## src/rtl/epm_pkg.sv

```systemverilog
// ----------------------------------------------------------------------------
// ECN percentage marker package
// Shared constants, register indexes and the stage record of the cell chain.
// ----------------------------------------------------------------------------
package epm_pkg;

  localparam int unsigned KeyWidth  = 32;
  localparam int unsigned PctWidth  = 7;
  localparam int unsigned CfgAddrW  = 3;
  localparam int unsigned InDataW   = 208;
  localparam int unsigned OutDataW  = 32;

  localparam logic [PctWidth-1:0] PctFull   = 7'd100;
  localparam logic [PctWidth-1:0] PctReset  = 7'd25;
  localparam logic [7:0]          ProtoTcp  = 8'd6;
  localparam logic [7:0]          ProtoUdp  = 8'd17;

  // Register indexes of the configuration channel.
  localparam logic [CfgAddrW-1:0] RegEcnEnable = 3'd0;
  localparam logic [CfgAddrW-1:0] RegAffinity  = 3'd1;
  localparam logic [CfgAddrW-1:0] RegPctCe     = 3'd2;
  localparam logic [CfgAddrW-1:0] RegPctEct1   = 3'd3;
  localparam logic [CfgAddrW-1:0] RegPctEct0   = 3'd4;

  // ECN codes.
  localparam logic [1:0] CodeNotEct = 2'd0;
  localparam logic [1:0] CodeEct1   = 2'd1;
  localparam logic [1:0] CodeEct0   = 2'd2;
  localparam logic [1:0] CodeCe     = 2'd3;

  // Divisors of the three share tests, all in the range 1 to 100 when used.
  typedef struct packed {
    logic [PctWidth-1:0] d1;
    logic [PctWidth-1:0] d2;
    logic [PctWidth-1:0] d3;
  } epm_div_t;

  // One item as it moves along the chain.
  typedef struct packed {
    logic                valid;
    logic [KeyWidth-1:0] key;
    logic [PctWidth-1:0] r1;
    logic [PctWidth-1:0] r2;
    logic [PctWidth-1:0] r3;
    logic                is_ipv6;
    logic                proto_hit;
    logic [7:0]          tos;
    logic [15:0]         hc;
  } epm_stage_t;

endpackage

```

## src/rtl/epm_mod_cell.sv

```systemverilog
// ----------------------------------------------------------------------------
// ECN marker remainder cell
// Takes one key bit into three running remainders and hands the item on.
// ----------------------------------------------------------------------------
module epm_mod_cell import epm_pkg::*; (
  input  logic       clk_i,
  input  logic       rst_ni,
  input  logic       advance_i,
  input  epm_div_t   div_i,
  input  epm_stage_t stage_i,
  output epm_stage_t stage_o
);

  logic       bit_in;
  epm_stage_t next;
  epm_stage_t stage_q;

  // One restoring step: shift in the key bit and subtract the divisor once.
  function automatic logic [PctWidth-1:0] mod_step(logic [PctWidth-1:0] r, logic b,
                                                   logic [PctWidth-1:0] d);
    logic [PctWidth:0] t;
    t = {r, b};
    if (t >= {1'b0, d}) begin
      t = t - {1'b0, d};
    end
    return t[PctWidth-1:0];
  endfunction

  always_comb begin
    bit_in   = stage_i.key[KeyWidth-1];
    next     = stage_i;
    next.key = {stage_i.key[KeyWidth-2:0], 1'b0};
    next.r1  = mod_step(stage_i.r1, bit_in, div_i.d1);
    next.r2  = mod_step(stage_i.r2, bit_in, div_i.d2);
    next.r3  = mod_step(stage_i.r3, bit_in, div_i.d3);
  end

  // Only the valid bit is cleared at reset; the payload follows it along.
  always_ff @(posedge clk_i or negedge rst_ni) begin
    if (!rst_ni) begin
      stage_q.valid <= 1'b0;
    end else if (advance_i) begin
      stage_q <= next;
    end
  end

  assign stage_o = stage_q;

endmodule

```

## src/rtl/ecn_percentage_marker_unit.sv

```systemverilog
// ----------------------------------------------------------------------------
// ECN percentage marker
// Chooses an ECN code per packet header and rewrites the ECN bits.
// ----------------------------------------------------------------------------
// Usage: header summaries enter on the s_axis channel, one beat per packet;
// s_axis_tuser carries is_ipv6 and s_axis_tdata the remaining fields. Each
// beat yields exactly one result beat on m_axis, in order. The key is reduced
// modulo the three share divisors by a chain of 32 cells, one key bit per
// cell, ahead of the output register. One beat is accepted every cycle unless
// m_axis stalls. Registers are written over the cfg channel, which is always
// ready; the user must write them only while no packet is in flight (not
// enforced by the block). Reset clears all valid bits and loads the register
// defaults: rewriting off, port keying, all three percentages 25. When the
// receiver holds m_axis_tready low with a result waiting, the whole chain
// halts and s_axis_tready drops until the result is taken; nothing is lost.
// ----------------------------------------------------------------------------
module ecn_percentage_marker_unit import epm_pkg::*; (
  input  logic                clk_i,
  input  logic                rst_ni,
  // Config write channel.
  input  logic                cfg_valid_i,
  output logic                cfg_ready_o,
  input  logic [CfgAddrW-1:0] cfg_addr_i,
  input  logic [PctWidth-1:0] cfg_data_i,
  // Input stream.
  input  logic                s_axis_tvalid,
  output logic                s_axis_tready,
  // tdata: protocol[7:0], src_port[23:8], ip_src_addr[55:24], ip6_src_w0[87:56],
  // ip6_src_w1[119:88], ip6_src_w2[151:120], ip6_src_w3[183:152],
  // tos_in[191:184], hdr_checksum_in[207:192]
  input  logic [InDataW-1:0]  s_axis_tdata,
  // tuser: is_ipv6[0]
  input  logic                s_axis_tuser,
  // Result stream.
  output logic                m_axis_tvalid,
  input  logic                m_axis_tready,
  // tdata: ecn_code[1:0], tos_out[9:2], hdr_checksum_out[25:10], zero fill
  output logic [OutDataW-1:0] m_axis_tdata,
  // tuser: rewritten[0]
  output logic                m_axis_tuser
);

  localparam int unsigned NumCells = KeyWidth;

  logic                ecn_enable_q;
  logic                affinity_q;
  logic [PctWidth-1:0] pct_ce_q;
  logic [PctWidth-1:0] pct_ect1_q;
  logic [PctWidth-1:0] pct_ect0_q;

  // Configuration registers.
  assign cfg_ready_o = 1'b1;

  always_ff @(posedge clk_i or negedge rst_ni) begin
    if (!rst_ni) begin
      ecn_enable_q <= 1'b0;
      affinity_q   <= 1'b0;
      pct_ce_q     <= PctReset;
      pct_ect1_q   <= PctReset;
      pct_ect0_q   <= PctReset;
    end else if (cfg_valid_i) begin
      unique case (cfg_addr_i)
        RegEcnEnable: ecn_enable_q <= cfg_data_i[0];
        RegAffinity:  affinity_q   <= cfg_data_i[0];
        RegPctCe:     pct_ce_q     <= cfg_data_i;
        RegPctEct1:   pct_ect1_q   <= cfg_data_i;
        RegPctEct0:   pct_ect0_q   <= cfg_data_i;
        default: ;
      endcase
    end
  end

  // Divisors as signed quantities; a test with a divisor of zero or less is off.
  logic signed [8:0] div2_s;
  logic signed [8:0] div3_s;
  logic              div2_ok;
  logic              div3_ok;
  epm_div_t          div;

  assign div2_s  = $signed({2'b00, PctFull}) - $signed({2'b00, pct_ce_q});
  assign div3_s  = div2_s - $signed({2'b00, pct_ect1_q});
  assign div2_ok = (div2_s > 9'sd0);
  assign div3_ok = (div3_s > 9'sd0);
  assign div     = '{d1: PctFull, d2: div2_s[PctWidth-1:0], d3: div3_s[PctWidth-1:0]};

  // The chain moves whenever the output register is free or being emptied.
  logic advance;
  logic out_valid_q;

  assign advance       = !out_valid_q || m_axis_tready;
  assign s_axis_tready = advance;

  // Input beat unpacked and keyed.
  logic [7:0]          in_proto;
  logic [15:0]         in_port;
  logic [KeyWidth-1:0] in_a4;
  logic [KeyWidth-1:0] in_a6;
  epm_stage_t          head;

  assign in_proto = s_axis_tdata[7:0];
  assign in_port  = s_axis_tdata[23:8];
  assign in_a4    = s_axis_tdata[55:24];
  assign in_a6    = s_axis_tdata[87:56] ^ s_axis_tdata[119:88] ^
                    s_axis_tdata[151:120] ^ s_axis_tdata[183:152];

  always_comb begin
    head.valid     = s_axis_tvalid;
    if (!affinity_q) begin
      head.key = {16'h0000, in_port};
    end else if (s_axis_tuser) begin
      head.key = in_a6;
    end else begin
      head.key = in_a4;
    end
    head.r1        = '0;
    head.r2        = '0;
    head.r3        = '0;
    head.is_ipv6   = s_axis_tuser;
    head.proto_hit = (in_proto == ProtoTcp) || (in_proto == ProtoUdp);
    head.tos       = s_axis_tdata[191:184];
    head.hc        = s_axis_tdata[207:192];
  end

  // Chain of remainder cells, one key bit each.
  epm_stage_t chain [NumCells+1];

  assign chain[0] = head;

  for (genvar g = 0; g < NumCells; g++) begin : g_cell
    epm_mod_cell u_cell (
      .clk_i     (clk_i),
      .rst_ni    (rst_ni),
      .advance_i (advance),
      .div_i     (div),
      .stage_i   (chain[g]),
      .stage_o   (chain[g+1])
    );
  end

  // Code choice and rewrite at the tail of the chain.
  epm_stage_t  tail;
  logic [1:0]  code;
  logic        do_rw;
  logic [7:0]  tos_new;
  logic [17:0] csum;
  logic [16:0] fold1;
  logic [15:0] fold2;
  logic [15:0] hc_new;

  assign tail = chain[NumCells];

  always_comb begin
    if (!tail.proto_hit) begin
      code = CodeNotEct;
    end else if (pct_ce_q == PctFull) begin
      code = CodeCe;
    end else if ((pct_ce_q != '0) && (tail.r1 < pct_ce_q)) begin
      code = CodeCe;
    end else if ((pct_ect1_q != '0) && div2_ok && (tail.r2 < pct_ect1_q)) begin
      code = CodeEct1;
    end else if ((pct_ect0_q != '0) && div3_ok && (tail.r3 < pct_ect0_q)) begin
      code = CodeEct0;
    end else begin
      code = CodeNotEct;
    end
    do_rw   = ecn_enable_q && (code != CodeNotEct);
    tos_new = {tail.tos[7:2], code};
    csum    = {2'b00, ~tail.hc} + {2'b00, 8'hFF, ~tail.tos} + {10'h000, tos_new};
    fold1   = {1'b0, csum[15:0]} + {15'h0000, csum[17:16]};
    fold2   = fold1[15:0] + {15'h0000, fold1[16]};
    if (do_rw) begin
      hc_new = tail.is_ipv6 ? tail.hc : ~fold2;
    end else begin
      hc_new = tail.hc;
    end
  end

  // Output register.
  logic [1:0]  code_q;
  logic [7:0]  tos_q;
  logic [15:0] hc_q;
  logic        rw_q;

  always_ff @(posedge clk_i or negedge rst_ni) begin
    if (!rst_ni) begin
      out_valid_q <= 1'b0;
    end else if (advance) begin
      out_valid_q <= tail.valid;
    end
  end

  always_ff @(posedge clk_i) begin
    if (advance) begin
      code_q <= code;
      tos_q  <= do_rw ? tos_new : tail.tos;
      hc_q   <= hc_new;
      rw_q   <= do_rw;
    end
  end

  assign m_axis_tvalid = out_valid_q;
  assign m_axis_tdata  = {6'b000000, hc_q, tos_q, code_q};
  assign m_axis_tuser  = rw_q;

endmodule

```

## config.mk

```make
export PLATFORM = sky130hd
export DESIGN_NAME = ecn_percentage_marker_unit
export DESIGN_NICKNAME = d
export VERILOG_FILES = /design/src/rtl/epm_pkg.sv /design/src/rtl/epm_mod_cell.sv /design/src/rtl/ecn_percentage_marker_unit.sv
export SDC_FILE = /design/constraint.sdc
export NUM_CORES = 2
export LEC_CHECK = 0
export ABC_AREA = 1
export BUFFER_PORTS_ARGS = -buffer_cell sky130_fd_sc_hd__buf_2
export CAP_MARGIN = 10
export CORE_MARGIN = 5
export CORE_UTILIZATION = 50
export DETAILED_ROUTE_END_ITERATION = 8
export PLACE_DENSITY_LB_ADDON = 0.2
export SETUP_SLACK_MARGIN = 0.05
export SLEW_MARGIN = 20
export SYNTH_ARGS = -nofsm -noshare
export SYNTH_HDL_FRONTEND = slang
export SYNTH_HIERARCHICAL = 1
export SYNTH_SLANG_ARGS = --single-unit
```

## constraint.sdc

```tcl
create_clock -name clk_i -period 12.9 [get_ports clk_i]
set_input_delay 2.58 -clock clk_i [delete_from_list [all_inputs] [get_ports clk_i]]
set_output_delay 2.58 -clock clk_i [all_outputs]
set_load 0.005 [all_outputs]
```

## Yosys cells after proc, flatten, opt, wreduce, memory -nomap -nowiden

Cells that the tools add are included.

- Register bits: 2083
- Input bits: 224
- Output and inout bits: 36
- Logic and storage cells: 643

- Add/subtract/negate cells: 102
- $lt $le $gt $ge: 101
- Equal/unequal tests: 7
- Muxes and demuxes: 106
- Bitwise operators: 6
- Reductions and logical operators: 20

Operators with widths:

| kind | number |
|---|---|
| $mux 7 | 93 |
| $ge 8x7->1 | 62 |
| $sub 7x7->7 | 62 |
| $ge 8x7->1 const B | 31 |
| $sub 7x7->7 const B | 31 |
| $xor 32x32->32 | 3 |
| $mux 32 | 2 |
| $mux 16 | 2 |
| $not 16->16 | 2 |
| $lt 7x7->1 | 3 |
| $reduce_bool 7->1 | 3 |
| $add 17x8->18 | 1 |
| $add 16x16->17 | 1 |
| $add 16x2->17 | 1 |
| $add 16x1->16 | 1 |
| $ge 1x7->1 | 2 |
| $sub 1x7->7 | 2 |
| $mux 2 | 6 |
| $reduce_and 2->1 | 6 |
| $gt 9x1->1 const B | 1 |
| $sub 8x8->9 | 1 |
| $eq 8x3->1 const B | 1 |
| $eq 8x5->1 const B | 1 |
| $gt 8x1->1 const B | 1 |
| other kinds (14) | 23 |

## Depth between registers and ports, before layout

- Depth in word-level cells: 16
- Depth in mapped cells: 57
- Gate-level depth less buffers: 57

## Hierarchy

The synthesis kept the hierarchy.

Modules (own cells, without submodules):

| module | instances | cells an instance | area each (um^2) | seq. area each (um^2) |
|---|---|---|---|---|
| epm_mod_cell at g_cell[12].u_cell ... | 23 | 321 | 3787.4 | 2367.3 |
| epm_mod_cell at g_cell[0].u_cell ... | 9 | 323 | 3751.1 | 2367.3 |
| ecn_percentage_marker_unit | 1 | 977 | 6730.2 | 1422.6 |

## Worst setup path before layout

No wires, ideal clock.

- Path kind: reg2reg
- Start: register pct_ce_q[0]
- End: register hc_q[14] (data pin)
- Setup time: 253 ps
- Data arrival time: 9410 ps
- Data required time: 12647 ps
- Setup slack: 3237 ps
- Stages on the path, launching flop included: 51
- Buffers on the path: 0
- Period minus slack after synthesis: 9663 ps
- Cells stage by stage: dfstp_2 -> inv_1 -> ha_1 -> xor2_1 -> ha_1 -> xnor2_1 -> nor2_1 -> nand3_1 -> nor2_1 -> nand4_1 -> inv_1 -> nor2_1 -> nand3_1 -> nand2_1 -> nand2_1 -> fa_1 -> inv_1 -> ha_1 -> [... 15 more ...] -> nor2_2 -> nand3_1 -> nor2_1 -> nand3_1 -> a2111oi_0 -> ha_1 -> ha_1 -> inv_1 -> nor3_2 -> nand2_1 -> nor2_2 -> nand2_1 -> nor2_2 -> nand2_2 -> nor3_4 -> nand3b_1 -> nand3_1 -> nand2_1

- Cells in the longest elaborated chain, start to end: 16
- Elaborated cells between the ends (all ways): 25
- Those cells by class: add/sub (5); order compare (3); eq/ne (1); mux (7); bitwise (1); reduce/logical (8)

RTL lines:

| element | line | source |
|---|---|---|
| start, declared | ecn_percentage_marker_unit.sv:47 | `logic [PctWidth-1:0] pct_ce_q;` |
| start signal, assigned | ecn_percentage_marker_unit.sv:58 | `pct_ce_q <= PctReset;` |
| start signal, assigned | ecn_percentage_marker_unit.sv:65 | `RegPctCe: pct_ce_q <= cfg_data_i;` |
| $sub 7x7->8 * | ecn_percentage_marker_unit.sv:80 | `assign div2_s = $signed({2'b00, PctFull}) - $signed({2'b00, pct_ce_q});` |
| via div2_s[2] | ecn_percentage_marker_unit.sv:74 | `logic signed [8:0] div2_s;` |
| $sub 8x8->9 * | ecn_percentage_marker_unit.sv:81 | `assign div3_s = div2_s - $signed({2'b00, pct_ect1_q});` |
| via div3_s[2] | ecn_percentage_marker_unit.sv:75 | `logic signed [8:0] div3_s;` |
| $gt 9x1->1 * | ecn_percentage_marker_unit.sv:83 | `assign div3_ok = (div3_s > 9'sd0);` |
| $logic_and 1x1->1 * (2 in series) | ecn_percentage_marker_unit.sv:161 | `end else if ((pct_ect0_q != '0) && div3_ok && (tail.r3 < pct_ect0_q)) begin` |
| $mux 2 * | ecn_percentage_marker_unit.sv:161 |  |
| $mux 2 * | ecn_percentage_marker_unit.sv:159 | `end else if ((pct_ect1_q != '0) && div2_ok && (tail.r2 < pct_ect1_q)) begin` |
| [... 2 more ...] | -- |  |
| $mux 2 * | ecn_percentage_marker_unit.sv:153 | `if (!tail.proto_hit) begin` |
| $add 17x8->18 | ecn_percentage_marker_unit.sv:168 | `csum = {2'b00, ~tail.hc} + {2'b00, 8'hFF, ~tail.tos} + {10'h000, tos_new};` |
| $add 16x2->17 | ecn_percentage_marker_unit.sv:169 | `fold1 = {1'b0, csum[15:0]} + {15'h0000, csum[17:16]};` |
| $add 16x1->16 | ecn_percentage_marker_unit.sv:170 | `fold2 = fold1[15:0] + {15'h0000, fold1[16]};` |
| $not 16->16 | ecn_percentage_marker_unit.sv:172 | `hc_new = tail.is_ipv6 ? tail.hc : ~fold2;` |
| $mux 16 | ecn_percentage_marker_unit.sv:172 |  |
| $mux 16 * | ecn_percentage_marker_unit.sv:171 | `if (do_rw) begin` |
| via hc_new[14] | ecn_percentage_marker_unit.sv:148 | `logic [15:0] hc_new;` |
| end signal, assigned | ecn_percentage_marker_unit.sv:196 | `hc_q <= hc_new;` |
| end, declared | ecn_percentage_marker_unit.sv:181 | `logic [15:0] hc_q;` |

The timed path passes the listed nets; every way through them passes the cells marked *.
A chain may end at the register's enable or synchronous reset.

## Final worst setup path

- Start: register pct_ce_q[0]
- End: register hc_q[14] (data pin)

- Cells in the longest elaborated chain, start to end: 16
- Elaborated cells between the ends (all ways): 25
- Those cells by class: add/sub (5); order compare (3); eq/ne (1); mux (7); bitwise (1); reduce/logical (8)

RTL lines:

| element | line | source |
|---|---|---|
| $sub 7x7->8 * | ecn_percentage_marker_unit.sv:80 |  |
| via div2_s[6] | ecn_percentage_marker_unit.sv:74 |  |
| $sub 8x8->9 | ecn_percentage_marker_unit.sv:81 |  |
| $gt 9x1->1 | ecn_percentage_marker_unit.sv:83 |  |
| $logic_and 1x1->1 (2 in series) | ecn_percentage_marker_unit.sv:161 |  |
| $mux 2 | ecn_percentage_marker_unit.sv:161 |  |
| $mux 2 * | ecn_percentage_marker_unit.sv:159 |  |
| $mux 2 * | ecn_percentage_marker_unit.sv:157 | `end else if ((pct_ce_q != '0) && (tail.r1 < pct_ce_q)) begin` |
| $mux 2 * | ecn_percentage_marker_unit.sv:155 | `end else if (pct_ce_q == PctFull) begin` |
| $mux 2 * | ecn_percentage_marker_unit.sv:153 |  |
| $add 17x8->18 | ecn_percentage_marker_unit.sv:168 |  |
| $add 16x2->17 | ecn_percentage_marker_unit.sv:169 |  |
| $add 16x1->16 | ecn_percentage_marker_unit.sv:170 |  |
| $not 16->16 | ecn_percentage_marker_unit.sv:172 |  |
| $mux 16 | ecn_percentage_marker_unit.sv:172 |  |
| $mux 16 * | ecn_percentage_marker_unit.sv:171 |  |
| via hc_new[14] | ecn_percentage_marker_unit.sv:148 |  |

Marked as above.

==> out/qor.yml <==
run_status:
  status: "finished, final reports clean"
critical_path:
  critPathKind: "reg2reg"
  crit_family: "simple AND/OR/NAND/NOR gates"
  cpPeakStageDelay_ns: 0.75
  cp-start-kind: "flip-flop"
  slowest_stage: "inv_2"
  critPathCaptureType: "flip-flop"
  cp_common_cell: "nand2_1"
  r2r_setup_slack_ns: 3.52
  crit_buf_inv: 6
  cp_max_fo: 33
  required_ns: 13.47
  arrival_ns: 9.95
clock_network:
  clk_pin_slew_ns: 0.06
  root_buffer: "clkbuf_16"
  cts-htree-levels: 4
  clock_path_buffers: 3
  ctsResizeCount: 0
  cts_made_buffers: 215
  clk_latency_ns: 0.87
  postCtsSetupRepairBufs: 0
  cts_hold_buf: 0
  cts_tree: "built"
  clock_sinks: 2083
floorplan:
  start_util_pct: 50.10
  die_y_um: 484.0
  dieArea_mm2: 0.2343
  fp-row-count: 174
  io_pins: 260
  die_x_um: 484.0
  core_area_mm2: 0.2242
grt:
  grt-ovfl-total: 0
  grt_pass1_vias: 72250
  grt_pass1_wl_mm: 356.8
  grt_use_total_pct: 18.28
  grt_antenna_before_repair: 3
  grt_max_degree: 67
sta:
  slew_viol_final: 0
  grt_setup_unrepaired: "false"
  slew_headroom_pct: 30.34
  fmax_mhz: 106.7
  worst_slack_ns: 3.524
  skew_ns: 0.05135
  holdWs_ns: 0.3919
  period_share_pct: 72.68
  setup-violations-final: 0
  hold_violations: 0
  tns_ns: 0
  min_period_ns: 9.376
  worst_pin_slew_ns: 1.044
routing:
  vias: 72970
  drt-pass1-iter-count: 6
  routed_wl_mm: 215.1
  drc_errors: 0
  ant_nets: 0
  drt-wirelength-per-cell_um: 14.68
  viasPerCell: 4.980
  drtIter0Drc: 4222
synthesis:
  synth_warnings: 6
  netlist_instances: 10710
  syn-cell-area_mm2: 0.1123
  syn_area_per_cell_um2: 10.49
place:
  place_congestion: 0.8597
  post-place-ws_ns: 3.307
  dp_hpwl_mm: 154.7
  io_buffers: 252
run:
  cap_violations: 0
final_layout:
  drive_gt1_share_pct: 13.74
  fillers: 18910
  multi_input_area_mm2: 0.04461
  final_util_pct: 56.14
  syn_to_final_growth_pct: 12.06
  regArea_mm2: 0.06228
  final_nets: 12530
pwr:
  powerDensity_mw_per_mm2: 284.8
  leakage_uw: 0.05681
  ir_drop_mv: 0.1588
  power.total_uw: 35860
worst_hold_path:
  hp-class: "reg2reg"
==> per-layer routing <==
metal  up-vias  track usage [%]  share of wire, %
met3       383            2.568               4.4
li1      37260                -                 -
met1     33890            24.29                45
met4         0            5.460               2.8
met2      1440            31.31                48
met5         -                0                 0
==> registers in the layout, indices dropped and copies added (netlist names) <==
register / flops
tos_q: 8
hc_q: 16
m_axis_tuser: 1
m_axis_tvalid: 1
code_q: 2
pct_ect1_q: 7
affinity_q: 1
ecn_enable_q: 1
g_cell.u_cell/stage_o: 2032
pct_ce_q: 7
pct_ect0_q: 7
==> report_power, final <==
group	total, µW	switching [µW]	internal [µW]	leakage [µW]
Clock	6210	2610	3600	0.00351
Combinational	18400	11800	6620	0.0333
Sequential	11200	875	10400	0.0200
Total	35900	15300	20600	0.0568
==> worst reg2reg max path: cells and delay by family (launching register included) <==
kind            cells  cell delay [ns]
compound gates      4             1.14
fa+ha+maj           8             2.53
buf+inv             6             1.16
flops               1             0.37
simple gates       35             3.94
==> final cells by class <==
type / count / area share [%]
multi-input combinational: 7169 / 35.43
tap: 2992 / 2.974
antenna: 3 / 0.005963
sequential: 2083 / 49.47
clock buffer: 254 / 4.447
clock inverter: 145 / 1.291
inverter: 1704 / 5.084
timing repair buffer: 301 / 1.296
==> cell usage in the layout, fill, tap and decap left out, drive strengths merged, types with 3 or more instances in the layout <==
cell type,count
conb,276
nand2,2922
diode,3
nand4,209
nand3,1259
bufinv,24
nand3b,5
fa,101
o21ai,177
xnor2,197
buf,301
clkinvlp,8
o211ai,34
dfstp,9
clkinv,114
inv,1703
nor2,580
xor2,72
ha,731
dfrtp,47
or2,198
mux2,32
edfxtp,2027
nor3,102
clkbuf,254
a21oi,260
==> worst paths after layout <==
check | from | end | cells after the start
min in group asynchronous | rst_ni | g_cell[22].u_cell/stage_o[79] | 1
hold reg to reg | g_cell[23].u_cell/stage_o[25] | g_cell[24].u_cell/stage_o[25] | 0
max in group asynchronous | rst_ni | affinity_q | 2
setup / recovery | pct_ce_q[0] | hc_q[14] | 53
setup reg to reg | pct_ce_q[0] | hc_q[14] | 53
hold / removal | g_cell[23].u_cell/stage_o[25] | g_cell[24].u_cell/stage_o[25] | 0
==> through the flow <==
stage | instance area (µm²) | std cells
after global routing | 125900 | 14650
after CTS | 125900 | 14650
final | 125900 | 14650
after floorplan | 113400 | 10980
after global placement | 118700 | 14250
after detailed placement | 118700 | 14250
Power figures use the tool's default switching activity.
